### config.mk
export PLATFORM = sky130hd
export DESIGN_NAME = icmp_echo_reply_builder
export DESIGN_NICKNAME = d
export VERILOG_FILES = /design/src/hdl/icmp_erb_pkg.sv /design/src/hdl/icmp_erb_parser.sv /design/src/hdl/icmp_erb_queue.sv /design/src/hdl/icmp_echo_reply_builder.sv
export SDC_FILE = /design/constraint.sdc
export NUM_CORES = 1
export LEC_CHECK = 0
export ABC_AREA = 1
export BUFFER_PORTS_ARGS = -buffer_cell sky130_fd_sc_hd__buf_2
export CAP_MARGIN = 25
export CORE_ASPECT_RATIO = 1.1
export CORE_UTILIZATION = 45
export CTS_CLUSTER_SIZE = 28
export DETAILED_ROUTE_END_ITERATION = 10
export PLACE_DENSITY = 0.7
export SLEW_MARGIN = 20
export SYNTH_ARGS = -nofsm -noshare
export SYNTH_HDL_FRONTEND = slang
export SYNTH_SLANG_ARGS = --single-unit
### constraint.sdc
create_clock -name clock -period 15.7 [get_ports clock]
set_input_delay 2.355 -clock clock [delete_from_list [all_inputs] [get_ports clock]]
set_output_delay 2.355 -clock clock [all_outputs]
set_load 0.01 [all_outputs]
### src/hdl/icmp_erb_pkg.sv
// ----------------------------------------------------------------------------
// ICMP echo reply builder package
// Record types, status codes, frame offsets and the ones-complement adder
// shared by the parser, the result queue and the top level.
// ----------------------------------------------------------------------------
package icmp_erb_pkg;

   typedef enum logic [1:0] {
      ST_REPLY     = 2'd0,
      ST_NON_ECHO  = 2'd1,
      ST_MALFORMED = 2'd2,
      ST_TOO_LARGE = 2'd3
   } status_type;

   typedef enum logic {
      KIND_BYTE    = 1'b0,
      KIND_SUMMARY = 1'b1
   } kind_type;

   // One result record as it leaves the block.
   typedef struct packed {
      kind_type    kind;
      logic [7:0]  reply_byte;
      status_type  status;
      logic [31:0] dest_address;
      logic [15:0] reply_checksum;
      logic [10:0] reply_length;
      logic        end_marker;
   } rec_type;

   // Records produced by one accepted byte: none, one or two.
   typedef struct packed {
      logic [1:0] count;
      rec_type    first;
      rec_type    second;
   } push_type;

   // Frame offsets (Ethernet header is 14 bytes).
   localparam logic [6:0]  ETH_HDR_LEN    = 7'd14;
   localparam logic [15:0] IHL_POS        = 16'd14;
   localparam logic [15:0] TLEN_HI_POS    = 16'd16;
   localparam logic [15:0] TLEN_LO_POS    = 16'd17;
   localparam logic [15:0] SRC_FIRST_POS  = 16'd26;
   localparam logic [15:0] SRC_LAST_POS   = 16'd29;
   localparam logic [15:0] POS_MAX        = 16'hFFFF;
   localparam logic [5:0]  IPV4_MIN_HDR   = 6'd20;
   localparam logic [16:0] MIN_FRAME_LEN  = 17'd42;
   localparam logic [7:0]  ECHO_REQUEST   = 8'd8;
   localparam logic [15:0] ICMP_ZERO_LEN  = 16'd4;
   localparam int unsigned ETH_IP_HDR_SUM = 34;

   // Result queue.
   localparam int unsigned QUEUE_DEPTH = 4;
   localparam int unsigned QPTR_W      = $clog2(QUEUE_DEPTH);
   localparam int unsigned QCNT_W      = $clog2(QUEUE_DEPTH + 1);

   // Ones-complement 16-bit add with end-around carry.
   function automatic logic [15:0] csum_add(input logic [15:0] acc, input logic [15:0] word);
      logic [16:0] s;
      begin
         s = {1'b0, acc} + {1'b0, word};
         csum_add = s[15:0] + {15'b0, s[16]};
      end
   endfunction

endpackage

### src/hdl/icmp_erb_parser.sv
// ----------------------------------------------------------------------------
// ICMP echo reply builder: frame parser
// Tracks the byte position, captures the IPv4 header fields, streams reply
// bytes with a running checksum and builds the end-of-frame summary record.
// ----------------------------------------------------------------------------
module icmp_erb_parser
   import icmp_erb_pkg::*;
#(
   parameter int unsigned FRAME_MAX = 1536
) (
   input  logic       clock,
   input  logic       reset,
   input  logic       fire,
   input  logic [7:0] data_byte,
   input  logic       last_byte,
   output push_type   push
);

   localparam logic [16:0] REPLY_MAX = 17'(FRAME_MAX - ETH_IP_HDR_SUM);

   logic [15:0] pos_ff,  pos_in;
   logic [5:0]  hl_ff,   hl_in;
   logic [15:0] tlen_ff, tlen_in;
   logic [31:0] src_ff,  src_in;
   logic        echo_ff, echo_in;
   logic [15:0] sum_ff,  sum_in;
   logic [7:0]  hold_ff, hold_in;

   always_ff @(posedge clock) begin
      if (reset) begin
         pos_ff  <= '0;
         hl_ff   <= '0;
         tlen_ff <= '0;
         src_ff  <= '0;
         echo_ff <= 1'b0;
         sum_ff  <= '0;
         hold_ff <= '0;
      end else if (fire) begin
         if (last_byte) begin
            pos_ff  <= '0;
            hl_ff   <= '0;
            tlen_ff <= '0;
            src_ff  <= '0;
            echo_ff <= 1'b0;
            sum_ff  <= '0;
            hold_ff <= '0;
         end else begin
            pos_ff  <= pos_in;
            hl_ff   <= hl_in;
            tlen_ff <= tlen_in;
            src_ff  <= src_in;
            echo_ff <= echo_in;
            sum_ff  <= sum_in;
            hold_ff <= hold_in;
         end
      end
   end

   always_comb begin
      logic [15:0] start;
      logic [16:0] stop;
      logic [15:0] off;
      logic [7:0]  ob;
      logic        stream;
      logic [16:0] len;
      logic [15:0] rlen;
      logic [15:0] sum_fin;
      status_type  status;
      rec_type     byte_rec;
      rec_type     sum_rec;

      hl_in   = hl_ff;
      tlen_in = tlen_ff;
      src_in  = src_ff;
      echo_in = echo_ff;
      sum_in  = sum_ff;
      hold_in = hold_ff;
      pos_in  = (pos_ff != POS_MAX) ? pos_ff + 16'd1 : pos_ff;

      // Header capture happens before the stream check, as both use it.
      if (pos_ff == IHL_POS) begin
         hl_in = {data_byte[3:0], 2'b00};
      end else if (pos_ff == TLEN_HI_POS) begin
         tlen_in = {data_byte, tlen_ff[7:0]};
      end else if (pos_ff == TLEN_LO_POS) begin
         tlen_in = {tlen_ff[15:8], data_byte};
      end else if (pos_ff >= SRC_FIRST_POS && pos_ff <= SRC_LAST_POS) begin
         src_in = {src_ff[23:0], data_byte};
      end

      start  = {9'b0, ETH_HDR_LEN} + {10'b0, hl_in};
      stop   = {10'b0, ETH_HDR_LEN} + {1'b0, tlen_in};
      off    = pos_ff - start;
      ob     = (off < ICMP_ZERO_LEN) ? 8'h00 : data_byte;
      stream = 1'b0;

      if (pos_ff != POS_MAX && hl_in >= IPV4_MIN_HDR) begin
         if (pos_ff == start) begin
            echo_in = (data_byte == ECHO_REQUEST);
         end
         if (echo_in && pos_ff >= start && {1'b0, pos_ff} < stop) begin
            stream = 1'b1;
            if (!off[0]) begin
               hold_in = ob;
            end else begin
               sum_in = csum_add(sum_ff, {hold_ff, ob});
            end
         end
      end

      // Summary record; a saturated position counts as 65536 bytes.
      len     = {1'b0, pos_ff} + 17'd1;
      rlen    = tlen_in - {10'b0, hl_in};
      sum_fin = rlen[0] ? csum_add(sum_in, {hold_in, 8'h00}) : sum_in;
      if (len < MIN_FRAME_LEN || hl_in < IPV4_MIN_HDR || stop > len
          || tlen_in <= {10'b0, hl_in}) begin
         status = ST_MALFORMED;
      end else if (!echo_in) begin
         status = ST_NON_ECHO;
      end else if ({1'b0, rlen} > REPLY_MAX) begin
         status = ST_TOO_LARGE;
      end else begin
         status = ST_REPLY;
      end

      byte_rec            = '0;
      byte_rec.kind       = KIND_BYTE;
      byte_rec.reply_byte = ob;

      sum_rec              = '0;
      sum_rec.kind         = KIND_SUMMARY;
      sum_rec.status       = status;
      sum_rec.dest_address = src_in;
      sum_rec.end_marker   = 1'b1;
      if (status == ST_REPLY) begin
         sum_rec.reply_checksum = ~sum_fin;
         sum_rec.reply_length   = rlen[10:0];
      end

      push = '0;
      if (fire) begin
         priority if (stream && last_byte) begin
            push.count  = 2'd2;
            push.first  = byte_rec;
            push.second = sum_rec;
         end else if (stream) begin
            push.count = 2'd1;
            push.first = byte_rec;
         end else if (last_byte) begin
            push.count = 2'd1;
            push.first = sum_rec;
         end else begin
            push.count = 2'd0;
         end
      end
   end

`ifndef ASSERT_OFF
   a_clear_after_last: assert property (@(posedge clock) disable iff (reset)
      fire && last_byte |=> pos_ff == '0 && sum_ff == '0 && !echo_ff)
      else $error("frame state not cleared after the final byte");

   a_pair_order: assert property (@(posedge clock) disable iff (reset)
      push.count == 2'd2 |-> push.first.kind == KIND_BYTE
                             && push.second.kind == KIND_SUMMARY)
      else $error("reply byte must precede the summary record");

   a_idle_no_push: assert property (@(posedge clock) disable iff (reset)
      !fire |-> push.count == 2'd0)
      else $error("records produced without an accepted byte");

   a_fail_zero_len: assert property (@(posedge clock) disable iff (reset)
      push.count != 2'd0 && push.first.kind == KIND_SUMMARY
      && push.first.status != ST_REPLY |-> push.first.reply_length == '0
                                          && push.first.reply_checksum == '0)
      else $error("failed frame carries a length or checksum");
`endif

endmodule

### src/hdl/icmp_erb_queue.sv
// ----------------------------------------------------------------------------
// ICMP echo reply builder: result queue
// Small register queue that takes up to two records per cycle and hands one
// record per cycle to the result channel while out_ready is high.
// ----------------------------------------------------------------------------
module icmp_erb_queue
   import icmp_erb_pkg::*;
(
   input  logic     clock,
   input  logic     reset,
   input  push_type push,
   output logic     space_two,
   output logic     out_valid,
   input  logic     out_ready,
   output rec_type  out_rec
);

   rec_type             slot_ff [QUEUE_DEPTH];
   logic [QPTR_W-1:0]   wr_ptr_ff, wr_ptr_in;
   logic [QPTR_W-1:0]   rd_ptr_ff, rd_ptr_in;
   logic [QCNT_W-1:0]   count_ff,  count_in;
   logic                pop;

   assign out_valid = (count_ff != '0);
   assign out_rec   = slot_ff[rd_ptr_ff];
   assign space_two = (count_ff <= QCNT_W'(QUEUE_DEPTH - 2));
   assign pop       = out_valid && out_ready;

   always_comb begin
      wr_ptr_in = wr_ptr_ff + QPTR_W'(push.count);
      rd_ptr_in = pop ? rd_ptr_ff + QPTR_W'(1) : rd_ptr_ff;
      count_in  = count_ff + QCNT_W'(push.count) - QCNT_W'(pop);
   end

   always_ff @(posedge clock) begin
      if (reset) begin
         wr_ptr_ff <= '0;
         rd_ptr_ff <= '0;
         count_ff  <= '0;
      end else begin
         wr_ptr_ff <= wr_ptr_in;
         rd_ptr_ff <= rd_ptr_in;
         count_ff  <= count_in;
      end
   end

   always_ff @(posedge clock) begin
      if (push.count != 2'd0) begin
         slot_ff[wr_ptr_ff] <= push.first;
      end
      if (push.count == 2'd2) begin
         slot_ff[wr_ptr_ff + QPTR_W'(1)] <= push.second;
      end
   end

`ifndef ASSERT_OFF
   a_no_overflow: assert property (@(posedge clock) disable iff (reset)
      push.count != 2'd0 |-> count_ff <= QCNT_W'(QUEUE_DEPTH - 2))
      else $error("record pushed into a full queue");

   a_count_bound: assert property (@(posedge clock) disable iff (reset)
      count_ff <= QCNT_W'(QUEUE_DEPTH))
      else $error("queue count out of range");

   a_pop_only: assert property (@(posedge clock) disable iff (reset)
      pop && push.count == 2'd0 |=> count_ff == $past(count_ff) - QCNT_W'(1))
      else $error("queue count wrong after a pop");
`endif

endmodule

### src/hdl/icmp_echo_reply_builder.sv
// ----------------------------------------------------------------------------
// ICMP echo reply builder
// Parses an Ethernet/IPv4/ICMP frame one byte per transaction and streams
// the echo reply payload followed by a summary record per frame.
//
//   Channel | Direction | Handshake           | Payload
//   req     | in        | req_valid/req_ready | data_byte, last_byte
//   rsp     | out       | rsp_valid/rsp_ready | record_kind .. end_marker
//
// One input byte is taken per cycle when ready; the summary record of the
// final byte may follow a reply byte, so that byte yields two output
// transactions. The parser state updates in the cycle a byte is accepted
// and the records land in a four-entry queue; rsp_valid rises in the cycle
// after acceptance. req_ready drops only while the queue holds more than
// two records. Synchronous reset clears frame state and empties the queue.
// ----------------------------------------------------------------------------
module icmp_echo_reply_builder
   import icmp_erb_pkg::*;
#(
   parameter int unsigned FRAME_MAX = 1536
) (
   input  logic        clock,
   input  logic        reset,
   input  logic        req_valid,
   output logic        req_ready,
   input  logic [7:0]  req_data_byte,
   input  logic        req_last_byte,
   output logic        rsp_valid,
   input  logic        rsp_ready,
   output logic        rsp_record_kind,
   output logic [7:0]  rsp_reply_byte,
   output logic [1:0]  rsp_status,
   output logic [31:0] rsp_dest_address,
   output logic [15:0] rsp_reply_checksum,
   output logic [10:0] rsp_reply_length,
   output logic        rsp_end_marker
);

   push_type push;
   rec_type  head;
   logic     space_two;
   logic     fire;

   assign req_ready = space_two;
   assign fire      = req_valid && req_ready;

   icmp_erb_parser #(
      .FRAME_MAX (FRAME_MAX)
   ) u_parser (
      .clock     (clock),
      .reset     (reset),
      .fire      (fire),
      .data_byte (req_data_byte),
      .last_byte (req_last_byte),
      .push      (push)
   );

   icmp_erb_queue u_queue (
      .clock     (clock),
      .reset     (reset),
      .push      (push),
      .space_two (space_two),
      .out_valid (rsp_valid),
      .out_ready (rsp_ready),
      .out_rec   (head)
   );

   assign rsp_record_kind    = head.kind;
   assign rsp_reply_byte     = head.reply_byte;
   assign rsp_status         = head.status;
   assign rsp_dest_address   = head.dest_address;
   assign rsp_reply_checksum = head.reply_checksum;
   assign rsp_reply_length   = head.reply_length;
   assign rsp_end_marker     = head.end_marker;

endmodule

==> flow_summary.html, run 1 <==
<table>
<tr><th>Metric</th><th>Value</th></tr>
<tr><th colspan="2">Outcome</th></tr>
<tr><td>Outcome</td><td>finished, final reports clean</td></tr>
<tr><th colspan="2">Logic synthesis</th></tr>
<tr><td>Synth cell types</td><td>61</td></tr>
<tr><td>Post-synth EDFFs</td><td>248</td></tr>
<tr><td>Top post-synthesis cells by area</td><td>sky130_fd_sc_hd__edfxtp_1 (34%), sky130_fd_sc_hd__dfxtp_1 (13%), sky130_fd_sc_hd__nor2_1 (9.0%), sky130_fd_sc_hd__nand2_1 (7.9%), sky130_fd_sc_hd__o21ai_0 (5.1%)</td></tr>
<tr><td>Share of flip-flops with an asynchronous set or reset after synthesis</td><td>0%</td></tr>
<tr><td>Top-count cell post-synth</td><td>sky130_fd_sc_hd__nor2_1</td></tr>
<tr><td>Fraction of synthesized cell area taken by the top area cell type</td><td>34.46%</td></tr>
<tr><td>Synthesized cell area</td><td>21610 um^2</td></tr>
<tr><td>#FFs+latches synth</td><td>384</td></tr>
<tr><td>Number of warning messages in the yosys log</td><td>0</td></tr>
<tr><td>Synthesized netlist cell count</td><td>2708</td></tr>
<tr><td>Library cell with the largest summed area after synthesis</td><td>sky130_fd_sc_hd__edfxtp_1</td></tr>
<tr><td>Most used standard cells in the synthesized netlist</td><td>sky130_fd_sc_hd__nor2_1 (521), sky130_fd_sc_hd__nand2_1 (452), sky130_fd_sc_hd__inv_1 (263)</td></tr>
<tr><td>Synthesized netlist net count</td><td>2807</td></tr>
<tr><td>Syn Area/Cell</td><td>7.980 um^2</td></tr>
<tr><td>Register area share after synthesis</td><td>47.06%</td></tr>
<tr><td>Top flip-flop cell by instance count after synthesis</td><td>sky130_fd_sc_hd__edfxtp_1</td></tr>
<tr><th colspan="2">STA</th></tr>
<tr><td>Maximum achievable frequency</td><td>90.09 MHz</td></tr>
<tr><td>Post-Route Setup TNS</td><td>0 ns</td></tr>
<tr><td>Slew HR</td><td>31.59%</td></tr>
<tr><td>Share of the cycle needed by the critical path after routing</td><td>70.70%</td></tr>
<tr><td>Hold Vio Cnt, Final</td><td>0</td></tr>
<tr><td>Worst clock skew</td><td>0.01772 ns</td></tr>
<tr><td>Final max-slew violation count</td><td>0</td></tr>
<tr><td>Crit path time final</td><td>11.10 ns</td></tr>
<tr><td>Final setup viols</td><td>0</td></tr>
<tr><td>Setup repair after global routing missed its margin</td><td>no</td></tr>
<tr><td>Pin slew with the least headroom to its limit</td><td>1.026 ns</td></tr>
<tr><th colspan="2">Setup path</th></tr>
<tr><td>Highest cell delay on the worst timing path</td><td>0.41 ns</td></tr>
<tr><td>Most frequent cell on the critical path</td><td>sky130_fd_sc_hd__inv_1</td></tr>
<tr><td>Arrival time at the worst endpoint</td><td>11.38 ns</td></tr>
<tr><td>Critical Path RT</td><td>15.98 ns</td></tr>
<tr><td>Critical Path Start Type</td><td>primary input</td></tr>
<tr><td>Cell with the biggest individual delay on the critical path</td><td>sky130_fd_sc_hd__fa_1</td></tr>
<tr><td>Type of the setup path with the least slack</td><td>in -&gt; reg</td></tr>
<tr><td>Max Fanout on Critical Path</td><td>8</td></tr>
<tr><td>Kind of end point of the critical path</td><td>register</td></tr>
<tr><th colspan="2">Clock tree</th></tr>
<tr><td>Root Driver</td><td>sky130_fd_sc_hd__clkbuf_16</td></tr>
<tr><td>Clock-pin slew on the worst setup and hold paths</td><td>0.07 ns</td></tr>
<tr><td>Resize count post-CTS</td><td>0</td></tr>
<tr><td>CTS buffer count</td><td>41</td></tr>
<tr><td>Number of H-tree levels</td><td>2</td></tr>
<tr><td>Hold_buf cts</td><td>0</td></tr>
<tr><td>Setup Fix Bufs, Post-CTS</td><td>0</td></tr>
<tr><td>TritonCTS clock tree</td><td>yes</td></tr>
<tr><td>Source-to-sink clock delay at the later pin of the worst-skew pair</td><td>0.57 ns</td></tr>
<tr><td>Bufs on Longest Clock Path</td><td>3</td></tr>
<tr><td>Sinks on Clock Net</td><td>384</td></tr>
<tr><th colspan="2">Global routing</th></tr>
<tr><td>Overall fraction of global-route tracks in use</td><td>25.62%</td></tr>
<tr><td>Congestion Overflow GR</td><td>0</td></tr>
<tr><td>Wire length of the first global-routing pass</td><td>97490 um</td></tr>
<tr><td>Number of antenna violations at the first check in global routing</td><td>3</td></tr>
<tr><td>Largest net degree at the start of global routing</td><td>85</td></tr>
<tr><td>Vias in the first global route</td><td>17.68k</td></tr>
<tr><th colspan="2">Floorplan</th></tr>
<tr><td>Die X-Extent</td><td>210.9 um</td></tr>
<tr><td>Cell row count</td><td>83</td></tr>
<tr><td>Core footprint</td><td>47040 um^2</td></tr>
<tr><td>Starting utilization of the core area</td><td>45.93%</td></tr>
<tr><td>Chip height</td><td>231.8 um</td></tr>
<tr><td>Die outline area</td><td>48900 um^2</td></tr>
<tr><td>I/O Pins</td><td>86</td></tr>
<tr><th colspan="2">Final layout</th></tr>
<tr><td>Fill cell count</td><td>4483</td></tr>
<tr><td>Final Instance Count excl. Fillers</td><td>3402</td></tr>
<tr><td>Footprint of the flip-flops and latches</td><td>10170 um^2</td></tr>
<tr><td>Share of final-layout standard cells stronger than drive strength 1</td><td>10.49%</td></tr>
<tr><td>ANT cells</td><td>0</td></tr>
<tr><td>Area growth syn-to-layout</td><td>10.46%</td></tr>
<tr><td>Area of the multi-input gates</td><td>9842 um^2</td></tr>
<tr><td>Final-stage net count</td><td>2831</td></tr>
<tr><th colspan="2">Drt</th></tr>
<tr><td>DR pass1 iterations</td><td>5</td></tr>
<tr><td>Vias post-DR</td><td>18.56k</td></tr>
<tr><td>DRC Markers</td><td>0</td></tr>
<tr><td>Average routed wire per standard cell</td><td>18.21 um</td></tr>
<tr><td>Drt first-iter violations</td><td>1546</td></tr>
<tr><td>Antenna-violating nets left</td><td>0</td></tr>
<tr><td>Avg Vias per Cell</td><td>5.457</td></tr>
<tr><td>DRT Wirelength</td><td>61970 um</td></tr>
<tr><th colspan="2">Power</th></tr>
<tr><td>Static power due to leakage</td><td>0.009333 uW</td></tr>
<tr><td>Worst IR Drop VDD</td><td>0.00008839 V</td></tr>
<tr><td>Power density relative to cell area</td><td>107.8 nW/um^2</td></tr>
<tr><th colspan="2">Job</th></tr>
<tr><td>Maximum capacitance violations</td><td>0</td></tr>
<tr><th colspan="2">Placed design</th></tr>
<tr><td>Gp weighted congestion</td><td>0.9845</td></tr>
<tr><td>Cell count after placement</td><td>3324</td></tr>
<tr><td>DPL Wire Length</td><td>41590 um</td></tr>
<tr><td>Port buffer count</td><td>85</td></tr>
<tr><th colspan="2">Worst hold path</th></tr>
<tr><td>Worst min-delay path class</td><td>reg -&gt; reg</td></tr>
</table>
## final timing paths
kind	start	endpoint	slack [ns]	depth (start not counted)
worst max-delay path	req_data_byte[0]	u_queue.slot_ff[1][16]	4.60	63
worst min-delay path	u_parser.hl_ff[1]	u_parser.hl_ff[1]	0.45	2
worst max register to register	u_parser.pos_ff[0]	u_queue.slot_ff[1][16]	4.93	67
worst min register to register	u_parser.hl_ff[1]	u_parser.hl_ff[1]	0.45	2
## power by group
group          switching [uW]  internal (uW)  leakage (uW)  total, uW
logic                     313            137       0.00507        450
clock network             419            578      0.000679        998
registers                27.1           1100       0.00358       1130
## layout make-up
class,count,share of cell area [%]
timing repair buffer,104,2.485
clock buffer,47,4.476
sequential,384,42.63
inverter,285,4.508
clock inverter,29,1.337
tap,637,3.339
multi-input combinational,1916,41.23
## cells by family after synthesis
logic type | share of synthesized area (%)
AO/OA/AOI/OAI | 12.88
XOR/XNOR | 1.945
buffers and inverters | 7.486
multiplexers | 0.1390
flip-flops | 47.06
AND/OR/NAND/NOR | 25.37
adder cells (fa/ha/maj) | 5.118
## cell usage in the layout (no fill, tap or decap), types with 5 or more instances in the layout
| master | Yosys | routed |
|---|---|---|
| sky130_fd_sc_hd__nand2_2 | 25 | 30 |
| sky130_fd_sc_hd__buf_2 | 28 | 85 |
| sky130_fd_sc_hd__clkbuf_16 | 0 | 41 |
| sky130_fd_sc_hd__o21ai_2 | 5 | 5 |
| sky130_fd_sc_hd__inv_2 | 18 | 16 |
| sky130_fd_sc_hd__nor3_1 | 35 | 35 |
| sky130_fd_sc_hd__nor4_1 | 11 | 11 |
| sky130_fd_sc_hd__nand2_1 | 452 | 447 |
| sky130_fd_sc_hd__buf_4 | 2 | 17 |
| sky130_fd_sc_hd__nor2_4 | 4 | 5 |
| sky130_fd_sc_hd__clkinv_1 | 3 | 11 |
| sky130_fd_sc_hd__nand3_1 | 128 | 128 |
| sky130_fd_sc_hd__or2_2 | 6 | 6 |
| sky130_fd_sc_hd__bufinv_16 | 0 | 5 |
| sky130_fd_sc_hd__o22ai_1 | 72 | 72 |
| sky130_fd_sc_hd__nand4_1 | 38 | 38 |
| sky130_fd_sc_hd__inv_1 | 263 | 261 |
| sky130_fd_sc_hd__ha_1 | 82 | 82 |
| sky130_fd_sc_hd__o21ai_1 | 14 | 14 |
| sky130_fd_sc_hd__xnor2_1 | 7 | 7 |
| sky130_fd_sc_hd__nor2_2 | 22 | 22 |
| sky130_fd_sc_hd__a21oi_1 | 158 | 158 |
| sky130_fd_sc_hd__clkinv_2 | 0 | 9 |
| sky130_fd_sc_hd__nor2_1 | 521 | 520 |
| sky130_fd_sc_hd__edfxtp_1 | 248 | 248 |
| sky130_fd_sc_hd__nand3_2 | 12 | 12 |
| sky130_fd_sc_hd__o21ai_0 | 222 | 222 |
| sky130_fd_sc_hd__o21bai_1 | 7 | 7 |
| sky130_fd_sc_hd__xor2_1 | 41 | 41 |
| sky130_fd_sc_hd__dfxtp_1 | 136 | 134 |
| sky130_fd_sc_hd__clkinv_4 | 0 | 5 |
## sequential cells by signal, summed over array words and instances (netlist names), named ones only
name,flops
u_parser.hl_ff,6
u_parser.src_ff,32
u_parser.hold_ff,8
u_parser.echo_ff,1
u_parser.sum_ff,16
u_queue.rd_ptr_ff,2
u_queue.wr_ptr_ff,2
u_queue.count_ff,3
u_parser.pos_ff,16
u_queue.slot_ff,280
u_parser.tlen_ff,16
## through the flow
stage	setup WS [ns]	power (uW)	util, %	cell area [um^2]	hold slack (ns)
final	4.600	2574	50.74	23870	0.4542
after global routing	3.522	2681	50.74	23870	0.4850
after CTS	4.713	2593	50.66	23830	0.4514
after detailed placement	4.139	1601	47.71	22440	0.4419
after global placement	4.525	1592	47.71	22440	0.4423
after floorplan	5.640	1418	-	21610	0.4246
## worst max-delay path: cells and delay by family
kind / cells / cell delay (ns)
adders and majority gates: 9 / 2.08
and+or+nand+nor: 27 / 3.39
AOI/OAI and AO/OA: 12 / 2.13
buffers and inverters: 13 / 1.07
xor gates and xnor gates: 2 / 0.39
## routing by layer
layer / routed length, um / vias up / GRT usage (%) / share of wire (%)
met1: 26630 / 8781 / 33.78 / 43
met5: 30 / - / 0 / 0.048
li1: - / 9089 / - / -
met4: 1652 / 6 / 8.424 / 2.7
met2: 29620 / 602 / 43.05 / 48
met3: 4027 / 86 / 3.773 / 6.5
Power figures use the tool's default switching activity.
==> run 2, diff against run 1 <==
==> constraint.sdc (replaced) <==
create_clock -name clock -period 11.5 [get_ports clock]
set_input_delay 1.725 -clock clock [delete_from_list [all_inputs] [get_ports clock]]
set_output_delay 1.725 -clock clock [all_outputs]
set_load 0.01 [all_outputs]
==> run 2 against run 1 <==
  * Combinational power up 38%
  * Cell count about the same
  * Routed wire length down 0.20%
  * Global-route usage down 0.19 points
  * Clock power up 28%
  * Register-to-register slack worse by 3.9 ns
  * Sequential cell count unchanged
  * Sequential power up 35%
  * Utilization down 0.28 points
  * Clock skew down 0.0023 ns
  * Worst setup slack worse by 3.5 ns
  * Critical path type is now reg -> reg
  * Largest power group unchanged
  * Highest routed layer unchanged
==> flow_summary.html, run 2 (same netlist as run 1, synthesis figures left out) <==
<table>
<tr><th>Metric</th><th>Value</th></tr>
<tr><th colspan="2">Outcome</th></tr>
<tr><td>Outcome</td><td>finished, final reports clean</td></tr>
<tr><th colspan="2">Final layout</th></tr>
<tr><td>Largest registers ranked by flip-flop count</td><td>u_queue.slot_ff (280), u_parser.src_ff (32)</td></tr>
<tr><td>Number of flip-flops in the largest register</td><td>280 (unchanged)</td></tr>
<tr><td>Commonest non-fill, non-tap cell in the layout</td><td>sky130_fd_sc_hd__nor2_1</td></tr>
<tr><td>Layout Cell Area excl Fill</td><td>23740 um^2 (-0.56%)</td></tr>
<tr><td>ANT cells</td><td>0 (unchanged)</td></tr>
<tr><td>Register with the highest flop count</td><td>u_queue.slot_ff</td></tr>
<tr><td>Area growth syn-to-layout</td><td>9.849%</td></tr>
<tr><td>Most frequent cells in the layout</td><td>sky130_fd_sc_hd__nor2_1 (519), sky130_fd_sc_hd__nand2_1 (447), sky130_fd_sc_hd__inv_1 (261), sky130_fd_sc_hd__edfxtp_1 (248), sky130_fd_sc_hd__o21ai_0 (221)</td></tr>
<tr><td>Share of final-layout standard cells stronger than drive strength 1</td><td>10.21% (-0.28 points)</td></tr>
<tr><td>Final-stage net count</td><td>2830 (-0.035%)</td></tr>
<tr><th colspan="2">Clock tree</th></tr>
<tr><td>Number of H-tree levels</td><td>2 (unchanged)</td></tr>
<tr><td>Sinks on Clock Net</td><td>384 (unchanged)</td></tr>
<tr><td>CTS buffer count</td><td>41 (unchanged)</td></tr>
<tr><td>Root Driver</td><td>sky130_fd_sc_hd__clkbuf_16</td></tr>
<tr><td>Bufs on Longest Clock Path</td><td>3 (unchanged)</td></tr>
<tr><td>Source-to-sink clock delay at the later pin of the worst-skew pair</td><td>0.57 ns (about the same)</td></tr>
<tr><td>Clock-pin slew on the worst setup and hold paths</td><td>0.06 ns (about the same)</td></tr>
<tr><td>TritonCTS clock tree</td><td>yes</td></tr>
<tr><th colspan="2">Drt</th></tr>
<tr><td>DR pass1 iterations</td><td>5 (unchanged)</td></tr>
<tr><td>DRC Markers</td><td>0 (unchanged)</td></tr>
<tr><td>Avg Vias per Cell</td><td>5.510 (+0.97%)</td></tr>
<tr><td>Antenna-violating nets left</td><td>0 (unchanged)</td></tr>
<tr><td>Average routed wire per standard cell</td><td>18.19 um (-0.14%)</td></tr>
<tr><td>Drt first-iter violations</td><td>1501 (-2.9%)</td></tr>
<tr><td>DRT Wirelength</td><td>61840 um (-0.20%)</td></tr>
<tr><td>Vias post-DR</td><td>18.73k (+0.91%)</td></tr>
<tr><th colspan="2">Setup path</th></tr>
<tr><td>Highest cell delay on the worst timing path</td><td>0.35 ns (-0.06 ns)</td></tr>
<tr><td>Critical Path RT</td><td>11.78 ns (-4.20 ns)</td></tr>
<tr><td>Most frequent cell on the critical path</td><td>sky130_fd_sc_hd__inv_1</td></tr>
<tr><td>Max Fanout on Critical Path</td><td>9 (+1)</td></tr>
<tr><td>Kind of end point of the critical path</td><td>register</td></tr>
<tr><td>Type of the setup path with the least slack</td><td>reg -&gt; reg</td></tr>
<tr><td>Arrival time at the worst endpoint</td><td>10.72 ns (-0.66 ns)</td></tr>
<tr><td>Critical Path Start Type</td><td>register</td></tr>
<tr><td>Cell with the biggest individual delay on the critical path</td><td>sky130_fd_sc_hd__dfxtp_1</td></tr>
<tr><th colspan="2">Floorplan</th></tr>
<tr><td>Die X-Extent</td><td>210.9 um (unchanged)</td></tr>
<tr><td>Chip height</td><td>231.8 um (unchanged)</td></tr>
<tr><td>Cell row count</td><td>83 (unchanged)</td></tr>
<tr><td>Die outline area</td><td>48900 um^2 (unchanged)</td></tr>
<tr><td>Starting utilization of the core area</td><td>45.93% (unchanged)</td></tr>
<tr><td>Core footprint</td><td>47040 um^2 (unchanged)</td></tr>
<tr><td>I/O Pins</td><td>86 (unchanged)</td></tr>
<tr><th colspan="2">Worst hold path</th></tr>
<tr><td>Worst min-delay path class</td><td>reg -&gt; reg</td></tr>
<tr><th colspan="2">STA</th></tr>
<tr><td>Crit path time final</td><td>10.44 ns</td></tr>
<tr><td>Worst clock skew</td><td>0.01547 ns (-0.002250 ns)</td></tr>
<tr><td>Slew HR</td><td>34.01% (+2.4 points)</td></tr>
<tr><td>Setup repair after global routing missed its margin</td><td>no</td></tr>
<tr><td>Post-Route Setup TNS</td><td>0 ns (unchanged)</td></tr>
<tr><td>Hold Vio Cnt, Final</td><td>0 (unchanged)</td></tr>
<tr><td>Final setup viols</td><td>0 (unchanged)</td></tr>
<tr><td>Final max-slew violation count</td><td>0 (unchanged)</td></tr>
<tr><td>Maximum achievable frequency</td><td>95.75 MHz</td></tr>
<tr><td>Share of the cycle needed by the critical path after routing</td><td>90.82%</td></tr>
<tr><td>Pin slew with the least headroom to its limit</td><td>0.9899 ns (-0.03620 ns)</td></tr>
<tr><th colspan="2">Global routing</th></tr>
<tr><td>Number of antenna violations at the first check in global routing</td><td>3 (unchanged)</td></tr>
<tr><td>Wire length of the first global-routing pass</td><td>97260 um (-0.23%)</td></tr>
<tr><td>Largest net degree at the start of global routing</td><td>83 (-2.4%)</td></tr>
<tr><td>Congestion Overflow GR</td><td>0 (unchanged)</td></tr>
<tr><td>Vias in the first global route</td><td>17.68k (+0.034%)</td></tr>
<tr><td>Overall fraction of global-route tracks in use</td><td>25.43% (-0.19 points)</td></tr>
<tr><th colspan="2">Placed design</th></tr>
<tr><td>DPL Wire Length</td><td>42370 um (+1.9%)</td></tr>
<tr><td>Area after detailed placement</td><td>22450 um^2 (about the same)</td></tr>
<tr><td>Gp weighted congestion</td><td>0.9604 (-2.4%)</td></tr>
<tr><td>Port buffer count</td><td>85 (unchanged)</td></tr>
<tr><th colspan="2">Job</th></tr>
<tr><td>Maximum capacitance violations</td><td>0 (unchanged)</td></tr>
<tr><th colspan="2">Power</th></tr>
<tr><td>Static power due to leakage</td><td>0.009268 uW (-0.70%)</td></tr>
<tr><td>Worst IR Drop VDD</td><td>0.00008692 V (-1.7%)</td></tr>
<tr><td>Power density relative to cell area</td><td>144.7 nW/um^2 (+34%)</td></tr>
</table>
[run 2: changes by cell type in the layout (fill, tap and decap cells not counted), sizes merged]
| cell | delta |
|---|---|
| buf | -1 |
| clkbuf | +13 |
| clkinv | -13 |
| bufinv | -4 |
| clkinvlp | +1 |
| inv | +2 |
[run 2: layout make-up]
| type | count | area [um^2] |
|---|---|---|
| Clock buffer | 60 | 1139 |
| Clock inverter | 15 | 138.9 |
| Fill cell | 4511 | 23310 |
| Inverter | 285 | 1074 |
| Multi-Input combinational cell | 1916 | 9854 |
| Sequential cell | 384 | 10170 |
| Tap cell | 637 | 797.0 |
| Timing Repair Buffer | 103 | 560.5 |
[run 2: where the power goes]
part	total (uW)	switching [uW]	internal [uW]
logic	619	432	187
registers	1530	32.6	1500
clock network	1280	566	718
total	3440	1030	2410
[run 2: what timing repair did]
action                                  4_1_cts  5_1_grt
hold buffers                                  0        0
buffers inserted                              0        0
gates resized for setup                       0        4
endpoints found under the hold margin         0        0
endpoints found under the setup margin        0       28
[run 2: path summary, 6_finish.rpt]
path,from,endpoint,slack (ns),cells past startpoint
hold reg to reg,u_parser.tlen_ff[11],u_parser.tlen_ff[11],0.46,2
setup / recovery,u_parser.pos_ff[0],u_queue.slot_ff[2][16],1.06,66
hold / removal,u_parser.tlen_ff[11],u_parser.tlen_ff[11],0.46,2
setup reg to reg,u_parser.pos_ff[0],u_queue.slot_ff[2][16],1.06,66
[run 2: worst max-delay path: cells and delay by family, from the launching register on]
kind | cells | cell delay [ns]
AO/OA/AOI/OAI | 13 | 2.11
buffers and inverters | 13 | 1.23
flip-flops | 1 | 0.35
AND/OR/NAND/NOR | 31 | 4.24
XOR/XNOR | 1 | 0.30
adder cells (fa/ha/maj) | 8 | 1.89
[run 2: through the flow]
step                setup WS [ns]  instances  hold WS [ns]  total power (uW)  utilization (%)
floorplan                   2.070       2708        0.4246              1937                -
global placement           0.8489       3325        0.4418              2172            47.72
detailed placement         0.4785       3325        0.4437              2185            47.72
CTS                        0.7286       3400        0.4536              3458            50.43
global route              0.06820       3400        0.4859              3573            50.46
finish                      1.056       3400        0.4607              3436            50.46
[run 2: per-layer routing]
layer / track usage [%] / up-vias / routed length [um] / part of all wire [%]
met5: 0 / - / 39 / 0.063
met4: 7.201 / 6 / 1391 / 2.2
met3: 2.935 / 89 / 3793 / 6.1
met2: 43.85 / 573 / 29870 / 48
met1: 33.57 / 8978 / 26750 / 43
li1: - / 9087 / - / -
